--- config.mk ---
export PLATFORM = sky130hd
export DESIGN_NAME = kvs_ram
export DESIGN_NICKNAME = d
export VERILOG_FILES = /design/src/rtl/kvs_ram.sv
export SDC_FILE = /design/constraint.sdc
export NUM_CORES = 2
export LEC_CHECK = 0
export CORE_MARGIN = 3
export CORE_UTILIZATION = 45
export CTS_CLUSTER_SIZE = 24
export DETAILED_ROUTE_END_ITERATION = 16
export DONT_BUFFER_PORTS = 1
export GPL_ROUTABILITY_DRIVEN = 0
export PLACE_DENSITY = 0.63
export SYNTH_ARGS = -nofsm -noshare
export SYNTH_HDL_FRONTEND = slang
export SYNTH_SLANG_ARGS = --single-unit
export TNS_END_PERCENT = 30
--- constraint.sdc ---
create_clock -name clk -period 5.9 [get_ports clk]
set_clock_uncertainty 0.2 [all_clocks]
set_input_delay 0.295 -clock clk [delete_from_list [all_inputs] [get_ports clk]]
set_output_delay 0.295 -clock clk [all_outputs]
set_load 0.02 [all_outputs]
--- src/rtl/kvs_ram.sv ---
// kvs_ram: generic single write port, single read port RAM, registered read.
// No dependencies.
module kvs_ram #(
	parameter int WIDTH = 32,
	parameter int DEPTH = 64
) (
	input  logic                     clk,
	input  logic                     we,
	input  logic [$clog2(DEPTH)-1:0] waddr,
	input  logic [WIDTH-1:0]         wdata,
	input  logic                     re,
	input  logic [$clog2(DEPTH)-1:0] raddr,
	output logic [WIDTH-1:0]         rdata
);

	logic [WIDTH-1:0] mem_q [DEPTH];
	logic [WIDTH-1:0] rdata_q;

	always_ff @(posedge clk) begin
		if (we) begin
			mem_q[waddr] <= wdata;
		end
		if (re) begin
			rdata_q <= mem_q[raddr];
		end
	end

	assign rdata = rdata_q;

endmodule

==> results.ini <==
[power]
pwr-share-comb_pct = 4.5
net-switching-power_mw = 6.19
power.internal_mw = 23.6
p_clk_share_pct = 40.3
power.share.switching_pct = 20.8
ir_drop_uv = 267
powerDensity_nw_per_um2 = 333
p_seq_share_pct = 55.2
p_leak_nw = 27.4

[clocking]
cts-htree-levels = 4
clk_pin_slew_worst_paths_ps = 60
cts_buffer_depth = 3
cts_buffers = 200
insertion_delay_ps = 840
post_cts_buffers = 0
cts_tree = built
cts-root-buf = clkbuf_16
clock-sinks = 2080

[run]
drv_cap = 0

[hold_path]
hold_path_end = rdata[17]$_DFFE_PP_
min_from = raddr[2]
hold_path_depth = 5
hold_class = in2reg

[route]
drtAntennaViolNets = 0
first_iter_violations = 4705
viasPerCell = 6.09
via_count = 36500
routed_wl_mm = 197
wl_per_cell_um = 32.9
drc = 0
firstDrtPassIters = 5

[worst_setup_path]
reg2reg_slack_ps = 2720
arrival_ps = 3650
worstSetupStartpointType = input pin
critPathTopFamily = multiplexers
crit_slowest_cell = mux4_2
critical_path.cell_chain = mux4_2 > mux2i_1 > a21oi_1 > a21oi_1 > nor2_1
r2r_end = rdata[28]$_DFFE_PP_
cp_common_cell = a21oi_1
cp.depth = 5
crit_type = in2reg
worstRegToRegCells = 5
cpPeakStageDelay_ps = 1130
rr_startpoint = mem_q[48][28]$_DFFE_PP_
end_kind = register
path_buf_inv = 0
required_ps = 6260
worstPathMaxFanout = 513

[placed_design]
portBuffers = 0
dp_hpwl_mm = 98.5
placed_area_um2 = 81900
pre_cts_ws_ps = 2750

[floorplan]
die_w_um = 425
initial_core_util_pct = 45.6
rows = 152
die_h_um = 425
core_area_um2 = 173000
io_pins = 79
fp.dieArea_um2 = 180000

[timing]
fmax_mhz = 304
finalCritPeriodShare_pct = 55.8
setup-tns-final_ps = 0
fin_hold_ws_ps = 69.9
timing_hold_violations_final = 0
setup_violations = 0
tightest_slew_ps = 1970
slew_headroom_pct = -31.4
finalCriticalPeriod_ps = 3290
slew_viol_final = 154
rsz0062_at_grt = false
worst_slack_ps = 2610

[synth]
synth.distinct_cells = 33
postSynthAreaPerCell_um2 = 23.7
synth_fp_nets = 3371
ys_ff_latch = 2080
syn_area_um2 = 78800
yosysWarnings = 0
synth-seq-area-share_pct = 79.2
synth_cells = 3324

[run_status]
violations = max-slew violations
run_status = finished, violations left

[layout]
postLayoutCellArea_um2 = 89400
fillers = 13100
final_common_cell = edfxtp_1
layout-drive-gt1-share_pct = 26.8
nets = 3551
most-common-layout-cells = edfxtp_1 (2,080), mux4_2 (544), clkbuf_16 (201)
syn2layout_area_growth_pct = 13.4

[global_routing]
grt_pass1_vias = 36300
grt_overflow = 0
grt.total_usage_pct = 22.0
grt_start_max_net_pins = 514
antenna_found_initial = 5
grt_pass1_wl_mm = 279

==> stage by stage <==
step / instances / utilization [%] / power, mW
floorplan: 3324 / - / 17.6
global placement: 5531 / 47.4 / 17.7
detailed placement: 5531 / 47.4 / 17.7
CTS: 5981 / 51.7 / 30.0
global route: 5981 / 51.7 / 30.6
finish: 5987 / 51.7 / 29.8
==> power by group through the flow <==
stage | clock, mW | combinational (mW) | sequential, mW
2_1_floorplan | 0 | 0.796 | 16.8
3_3_place_gp | 0 | 0.904 | 16.8
3_5_place_dp | 0 | 0.904 | 16.8
4_1_cts | 12.2 | 1.31 | 16.5
5_1_grt | 12.8 | 1.37 | 16.5
6_report | 12.0 | 1.33 | 16.5
==> cells in the mapped netlist, drive strengths merged <==
| master | instances | area [um2] |
|---|---|---|
| buf | 108 | 608 |
| clkbuf | 74 | 278 |
| nor2 | 137 | 514 |
| or2 | 3 | 18.8 |
| a311oi | 8 | 70.1 |
| nand3b | 5 | 37.5 |
| nor2b | 15 | 93.8 |
| a31oi | 1 | 6.26 |
| mux4 | 544 | 12300 |
| edfxtp | 2080 | 62500 |
| o22ai | 84 | 526 |
| and2 | 2 | 12.5 |
| nand3 | 5 | 25.0 |
| or3b | 5 | 43.8 |
| o221ai | 27 | 236 |
| nand2 | 26 | 97.6 |
| nand4 | 2 | 12.5 |
| nand2b | 8 | 50.1 |
| o32ai | 4 | 35.0 |
| or3 | 3 | 18.8 |
| nor3 | 7 | 35.0 |
| mux2i | 93 | 931 |
| and3 | 4 | 25.0 |
| a41o | 4 | 40.0 |
| a21oi | 62 | 310 |
| nand4b | 1 | 8.76 |
| a22oi | 12 | 90.1 |
==> flip-flops by register name, indices dropped and copies added, names as in the netlist <==
name,count
rdata,32
mem_q,2048
==> cell families after synthesis <==
kind of cell | share of synthesized area, %
mux | 16.7
buf+inv | 1.12
compound gates | 1.67
simple gates | 1.26
flops | 79.2
==> worst register-to-register path, delay by kind of cell, from the launching register on <==
kind	cells	cell delay, ps
buffers and inverters	1	600
multiplexers	2	1010
AO/OA/AOI/OAI	1	650
flip-flops	1	350
AND/OR/NAND/NOR	1	100
==> timing repair <==
action,4_1_cts,5_1_grt
gates resized for setup,0,0
endpoints found under the hold margin,2219,0
hold buffers,81,0
==> per-layer routing <==
layer  vias to the layer above  GRT usage [%]  wire length, um
met2                      1692           33.6            92200
li1                      14700              -                -
met4                         2           7.04             6130
met1                     19900           32.4            80500
met5                         -              0               13
met3                       244           4.20            17900
==> how the worst max path moves through the flow <==
| stage | start | endpoint |
|---|---|---|
| after floorplan | waddr[3] | mem_q[48][0]$_DFFE_PP_ |
| after global placement | we | mem_q[30][19]$_DFFE_PP_ |
| after detailed placement | raddr[0] | rdata[1]$_DFFE_PP_ |
| after CTS | mem_q[63][28]$_DFFE_PP_ | rdata[28]$_DFFE_PP_ |
| after global routing | mem_q[63][28]$_DFFE_PP_ | rdata[28]$_DFFE_PP_ |
| final | raddr[0] | rdata[3]$_DFFE_PP_ |
==> final cells by class <==
type	count	area [um2]	share of cell area, %
antenna	6	15.0	0.0168
clock buffer	271	5290	5.92
clock inverter	98	776	0.867
multi-input combinational	1062	16000	17.9
sequential	2080	62500	69.8
tap	2310	2890	3.23
timing repair buffer	160	2030	2.27
(Power assumes the default switching activity.)
