--- src/rtl/kvs_pkg.sv ---
// kvs_pkg: shared constants, codes and types of the keyframe vec3 sampler.
// No dependencies; imported by every module of the block but kvs_ram.
package kvs_pkg;

	localparam int MAX_KEYS  = 64;
	localparam int KEY_AW    = $clog2(MAX_KEYS);
	localparam int CNT_W     = KEY_AW + 1;
	localparam int FRAC_BITS = 16;
	localparam int DATA_W    = 32;
	localparam int ALPHA_W   = FRAC_BITS + 1;
	localparam int H_W       = FRAC_BITS + 4;
	localparam int COEF_W    = 38;
	localparam int OPND_W    = DATA_W + 1;
	localparam int PROD_W    = COEF_W + OPND_W;
	localparam int ACC_W     = PROD_W + 3;
	localparam int LANES     = 3;
	localparam int LANE_RAM_W = 3 * DATA_W;
	localparam int DIV_CNT_W = $clog2(FRAC_BITS);
	localparam logic [ALPHA_W-1:0] ONE = ALPHA_W'(1) << FRAC_BITS;

	// stream payload layout
	localparam int IN_TDATA_W  = 328;
	localparam int OUT_TDATA_W = 104;
	localparam int OFS_INDEX = 0;
	localparam int OFS_TIME  = 6;
	localparam int OFS_VAL   = 38;
	localparam int OFS_IN    = 134;
	localparam int OFS_OUT   = 230;

	// config port
	localparam int APB_AW = 3;
	localparam logic REG_INTERP_MODE = 1'b0;
	localparam logic REG_KEY_COUNT   = 1'b1;

	localparam logic MODE_LOAD   = 1'b0;
	localparam logic MODE_SAMPLE = 1'b1;

	localparam logic [1:0] INTERP_STEP   = 2'd0;
	localparam logic [1:0] INTERP_LINEAR = 2'd1;
	localparam logic [1:0] INTERP_HERM   = 2'd2;

	typedef enum logic [3:0] {
		ST_IDLE,
		ST_CHK_FIRST,
		ST_CHK_LAST,
		ST_SEARCH,
		ST_FETCH0,
		ST_FETCH1,
		ST_FETCH2,
		ST_DIV,
		ST_A2,
		ST_A3,
		ST_HCOEF,
		ST_HDT,
		ST_MAC,
		ST_MAC_WAIT,
		ST_OUT
	} state_t;

	typedef enum logic [1:0] {
		KIND_STEP,
		KIND_LIN,
		KIND_HERM
	} kind_t;

	typedef enum logic [2:0] {
		SEL_V0,
		SEL_O0,
		SEL_V1,
		SEL_I1,
		SEL_DIFF
	} sel_t;

	typedef struct packed {
		logic                     we;
		logic [KEY_AW-1:0]        waddr;
		logic                     re;
		logic [KEY_AW-1:0]        raddr;
		logic                     cap0;
		logic                     cap1;
		logic                     clr;
		logic                     mac_en;
		sel_t                     sel;
		logic signed [COEF_W-1:0] coef;
	} lane_ctrl_t;

endpackage

--- src/rtl/kvs_div.sv ---
// kvs_div: restoring divider for the interpolation weight, one quotient bit a cycle.
// Depends on kvs_pkg. Expects num < den, so the quotient fits FRAC_BITS bits.
module kvs_div (
	input  logic                            clk,
	input  logic                            arst_n,
	input  logic                            start,
	input  logic [kvs_pkg::DATA_W-1:0]      num,
	input  logic [kvs_pkg::DATA_W-1:0]      den,
	output logic                            done,
	output logic [kvs_pkg::FRAC_BITS-1:0]   quo
);
	import kvs_pkg::*;

	logic                 busy_q;
	logic                 done_q;
	logic [DIV_CNT_W-1:0] cnt_q;
	logic [DATA_W-1:0]    rem_q;
	logic [DATA_W-1:0]    den_q;
	logic [FRAC_BITS-1:0] quo_q;
	logic [DATA_W:0]      rem_sh;
	logic                 fits;

	assign rem_sh = {rem_q, 1'b0};
	assign fits   = rem_sh >= {1'b0, den_q};

	always_ff @(posedge clk or negedge arst_n) begin
		if (!arst_n) begin
			busy_q <= 1'b0;
			done_q <= 1'b0;
		end else begin
			done_q <= 1'b0;
			if (start) begin
				busy_q <= 1'b1;
			end else if (busy_q && cnt_q == '0) begin
				busy_q <= 1'b0;
				done_q <= 1'b1;
			end
		end
	end

	always_ff @(posedge clk) begin
		if (start) begin
			rem_q <= num;
			den_q <= den;
			cnt_q <= DIV_CNT_W'(FRAC_BITS - 1);
		end else if (busy_q) begin
			rem_q <= fits ? DATA_W'(rem_sh - {1'b0, den_q}) : rem_sh[DATA_W-1:0];
			quo_q <= {quo_q[FRAC_BITS-2:0], fits};
			cnt_q <= cnt_q - 1'b1;
		end
	end

	assign done = done_q;
	assign quo  = quo_q;

endmodule

--- config.mk ---
export PLATFORM = sky130hd
export DESIGN_NAME = kvs_div
export DESIGN_NICKNAME = d
export VERILOG_FILES = /design/src/rtl/kvs_pkg.sv /design/src/rtl/kvs_div.sv
export SDC_FILE = /design/constraint.sdc
export NUM_CORES = 1
export LEC_CHECK = 0
export ABC_AREA = 1
export BUFFER_PORTS_ARGS = -buffer_cell sky130_fd_sc_hd__buf_4
export CELL_PAD_IN_SITES_DETAIL_PLACEMENT = 1
export CELL_PAD_IN_SITES_GLOBAL_PLACEMENT = 1
export CORE_MARGIN = 2
export CORE_UTILIZATION = 46
export DETAILED_ROUTE_END_ITERATION = 16
export GPL_ROUTABILITY_DRIVEN = 0
export PLACE_DENSITY = 0.95
export SLEW_MARGIN = 10
export SYNTH_ARGS = -nofsm -noshare
export SYNTH_HDL_FRONTEND = slang
export SYNTH_SLANG_ARGS = --single-unit
--- constraint.sdc ---
create_clock -name clk -period 5.2 [get_ports clk]
set_input_delay 0.52 -clock clk [delete_from_list [all_inputs] [get_ports clk]]
set_output_delay 0.52 -clock clk [all_outputs]
set_load 0.05 [all_outputs]
==> summary.txt <==
YOSYS
--------------------------------------------------------------------------------------------------------
Unique cell type count in the Yosys netlist ...............................................           37
FF+latch count, synth .....................................................................           86
Syn nets ..................................................................................          965
Cell type with the largest total area after synthesis .....................................     edfxtp_1
Post-synthesis simple-gate area fraction ..................................................        35.8%
Post-Synth Adder-Cell Area ................................................................        7.13%
Xor/xnor share of the synthesized area ....................................................        1.96%
Ys Warns ..................................................................................            0
Cell area after synthesis .................................................................  0.00625 mm2
Compound-Gate Fraction of Synth Area ......................................................        2.66%
Ranking of synthesized cells by area ...................................................... edfxtp_1, nand2_1, inv_1
Multiplexer fraction of the synthesized cell area .........................................           0%
Syn Inst Count ............................................................................          863
Part of the Yosys area used for sequential elements .......................................        40.5%
Mean area per synthesized cell ............................................................     7.24 um2
Proportion of netlist area held by the largest area contributor ...........................        38.4%
Largest family of logic cells by synthesized area ......................................... simple AND/OR/NAND/NOR gates

PLACED DESIGN
--------------------------------------------------------------------------------------------------------
Count of input and output buffers .........................................................           83
Half-perimeter wire length after detailed placement .......................................    13,700 um
Worst setup slack after placement .........................................................      2.17 ns
Area post-placement .......................................................................  0.00702 mm2

TIMING
--------------------------------------------------------------------------------------------------------
Total Negative Setup Slacks ...............................................................         0 ns
Worst Max-Slew Pin Slew ...................................................................      1.18 ns
Final worst path period need ..............................................................      3.14 ns
Clock skew ................................................................................   0.00913 ns
Minimum setup slack in the final design ...................................................      2.06 ns
Final clock period utilization by the worst path ..........................................        60.4%
Number of slew-limit violations in the final report .......................................            0
Final Hold Viols ..........................................................................            0
Final setup vio count .....................................................................            0
Slew Limit Headroom .......................................................................        21.4%
Setup repair after global routing missed its margin .......................................        false
Maximum clock frequency ...................................................................      318 MHz

GLOBAL ROUTING
--------------------------------------------------------------------------------------------------------
Via count of the first global-routing pass ................................................        6,218
Largest net degree at the start of global routing .........................................           36
Antenna violations before repair ..........................................................            0
First-pass GRT wire length ................................................................    30,400 um
Total routing usage reported by global routing ............................................        27.0%
GRT Residual Overflow .....................................................................            0

FLOORPLANNING
--------------------------------------------------------------------------------------------------------
Floorplan row count .......................................................................           42
Die W .....................................................................................       121 um
Overall die area ..........................................................................   0.0145 mm2
Top-Level Pins ............................................................................           84
Core Region ...............................................................................   0.0132 mm2
Initial Utilization .......................................................................        47.2%
Die span in y .............................................................................       121 um

POWER AND IR DROP
--------------------------------------------------------------------------------------------------------
Worst voltage drop across the vdd grid ....................................................     0.202 mV
Reported leakage power ....................................................................      3.89 nW
Power density cells .......................................................................   532 mW/mm2
Total chip power ..........................................................................    0.00389 W

CLOCKING
--------------------------------------------------------------------------------------------------------
Clock latency of the later-clocked register in the worst-skew pair ........................      0.37 ns
Maximum number of buffers from clock root to sink .........................................            2
# hold bufs at CTS ........................................................................            1
TritonCTS clock tree ......................................................................         done
Clk sinks .................................................................................           86
Post-CTS clock slew at the launch and capture registers of the worst setup and hold paths .      0.07 ns
Root Buffer Master ........................................................................    clkbuf_16
Post-cts repair resize count ..............................................................            0
CTS HTree Levels ..........................................................................            3
Number of buffers created by CTS ..........................................................            9
Number of setup buffers added after CTS ...................................................            0

CRITICAL PATH
--------------------------------------------------------------------------------------------------------
Sum of buffers and inverters on the critical path .........................................            1
Worst setup path class .................................................................... register to register
Data required time of the worst path ......................................................      5.31 ns
Capturing element type of the critical path ...............................................     register
Critical-path cell with the highest stage delay ...........................................      nand2_2
Largest fanout of any net on the critical path ............................................           33
Register-to-Register Path Depth ...........................................................           12
Kind of start point of the critical path ..................................................     register
Worst path arrival time ...................................................................      3.25 ns
Ordered cell list for the critical path ................................................... ha_1, nand2_1, nor2_1, nand2_1, nand2_1, inv_1, nand2_1, nand2_2, nand2_8, nand2_1, nand3_1, nand2_1
Crit path largest cell delay ..............................................................      0.55 ns
Library cell appearing most often on the critical path ....................................      nand2_1
Gate family responsible for the most delay along the worst path ........................... simple AND/OR/NAND/NOR gates
Stages on worst setup path ................................................................           12

JOB
--------------------------------------------------------------------------------------------------------
# Max-Cap Violations ......................................................................            0

DETAILED ROUTING
--------------------------------------------------------------------------------------------------------
Final routed DRC violation total ..........................................................            0
Ratio of routed vias to standard cells ....................................................         5.14
Detailed-route wire length per cell .......................................................      16.5 um
Final WL ..................................................................................    18,600 um
Number of DRC violations after detailed-routing iteration 0 ...............................          275
Count of antenna-violating nets left after detailed routing ...............................            0
Number of optimization iterations in the first detailed-route pass ........................            4
Via total after detailed routing ..........................................................        5,787

HOLD PATH
--------------------------------------------------------------------------------------------------------
Number of instances on the worst hold path ................................................            1
Classification of the worst-slack hold path ............................................... primary input to register

LAYOUT
--------------------------------------------------------------------------------------------------------
Final instance area .......................................................................  0.00732 mm2
Share of the core filled with cells in the final layout ...................................        55.3%
Layout Nets ...............................................................................        1,047
Area added between synthesis and finish ...................................................        17.1%
Number of fillers in the final layout .....................................................        1,736
Share of layout cells above drive strength 1 ..............................................        12.9%
Diodes inserted ...........................................................................            0

STATUS
--------------------------------------------------------------------------------------------------------
Result of the run ......................................................................... complete, no violations

kinds of logic (layout without fill, tap and decap cells):
group | count (synthesis) | in the layout
buffers and inverters | 188 | 275
AND/OR/NAND/NOR | 511 | 511
XOR/XNOR | 14 | 14
adder cells (fa/ha/maj) | 35 | 35
AO/OA/AOI/OAI | 29 | 29
flip-flops | 86 | 86
state kept, by name, indices dropped and copies added (netlist names):
signal	cells
done	1
den_q	32
quo	16
cnt_q	4
rem_q	32
busy_q	1
placed cells by master, fill, tap and decap left out, types with 7 or more instances in the layout:
| master | Yosys | final |
|---|---|---|
| nand3_1 | 66 | 66 |
| nand2_1 | 334 | 334 |
| a21oi_1 | 17 | 17 |
| nand3b_1 | 25 | 25 |
| inv_1 | 167 | 167 |
| nand4_1 | 10 | 10 |
| buf_4 | 1 | 86 |
| ha_1 | 34 | 34 |
| clkbuf_16 | 0 | 9 |
| nor2_1 | 49 | 49 |
| nand3_2 | 7 | 7 |
| xnor2_1 | 13 | 13 |
| edfxtp_1 | 80 | 80 |
cell type report:
type                       count  area, um2  share of cell area, %
clock buffer                   9        225                   3.08
clock inverter                 7       70.1                  0.957
inverter                     172        646                   8.82
multi-input combinational    589       2970                   40.6
sequential                    86       2530                   34.6
tap                          176        220                   3.01
timing repair buffer          87        656                   8.95
power breakdown:
group | internal, W | switching (W)
clock network | 0.000338 | 0.000323
registers | 0.000953 | 0.0000914
logic | 0.000757 | 0.00143
cell usage after synthesis:
| master | number |
|---|---|
| and3_1 | 1 |
| and2_1 | 6 |
| fa_1 | 1 |
| dfxtp_1 | 4 |
| xnor2_1 | 13 |
| nor2_2 | 2 |
| xor2_1 | 1 |
| nand2_1 | 334 |
| buf_2 | 5 |
| nand2_8 | 1 |
| nand3b_1 | 25 |
| or2_2 | 2 |
| nor2_4 | 2 |
| nor3_1 | 2 |
| clkbuf_1 | 4 |
| a21o_1 | 1 |
| inv_1 | 167 |
| buf_1 | 2 |
| o21ai_0 | 4 |
| buf_4 | 1 |
| nand2_2 | 3 |
| nor2_1 | 49 |
| a21oi_2 | 1 |
| o21a_1 | 2 |
| nand4_1 | 10 |
| edfxtp_1 | 80 |
| clkinv_1 | 3 |
| a21oi_1 | 17 |
| ha_1 | 34 |
| inv_2 | 2 |
| buf_6 | 4 |
| o21bai_1 | 3 |
| nand3_2 | 7 |
| nand3_1 | 66 |
| nor3_2 | 1 |
| dfrtp_1 | 2 |
| a22oi_1 | 1 |
per-layer routing:
layer  track usage [%]  vias up  part of all wire, %  routed length (um)
met4              11.9        0                  3.1                 566
li1                  -     2850                    -                   -
met2              47.8      133                   50                9260
met5                 0        -                    0                   0
met3              3.82       41                  4.7                 880
met1              32.5     2763                   42                7850
through the flow:
step / cells / hold slack (ns)
floorplan: 863 / 0.224
global placement: 1109 / 0.303
detailed placement: 1109 / 0.305
CTS: 1126 / 0.318
global route: 1126 / 0.324
finish: 1126 / 0.322
final timing paths:
check | slack, ns | end | startpoint
max | 2.06 | rem_q[22] | rem_q[14]
max reg2reg | 2.06 | rem_q[22] | rem_q[14]
min in group asynchronous | 0.46 | busy_q | arst_n
min reg2reg | 0.46 | quo[4] | quo[3]
min | 0.32 | den_q[2] | den[2]
max in group asynchronous | 4.65 | done | arst_n
(Power assumes the default switching activity.)
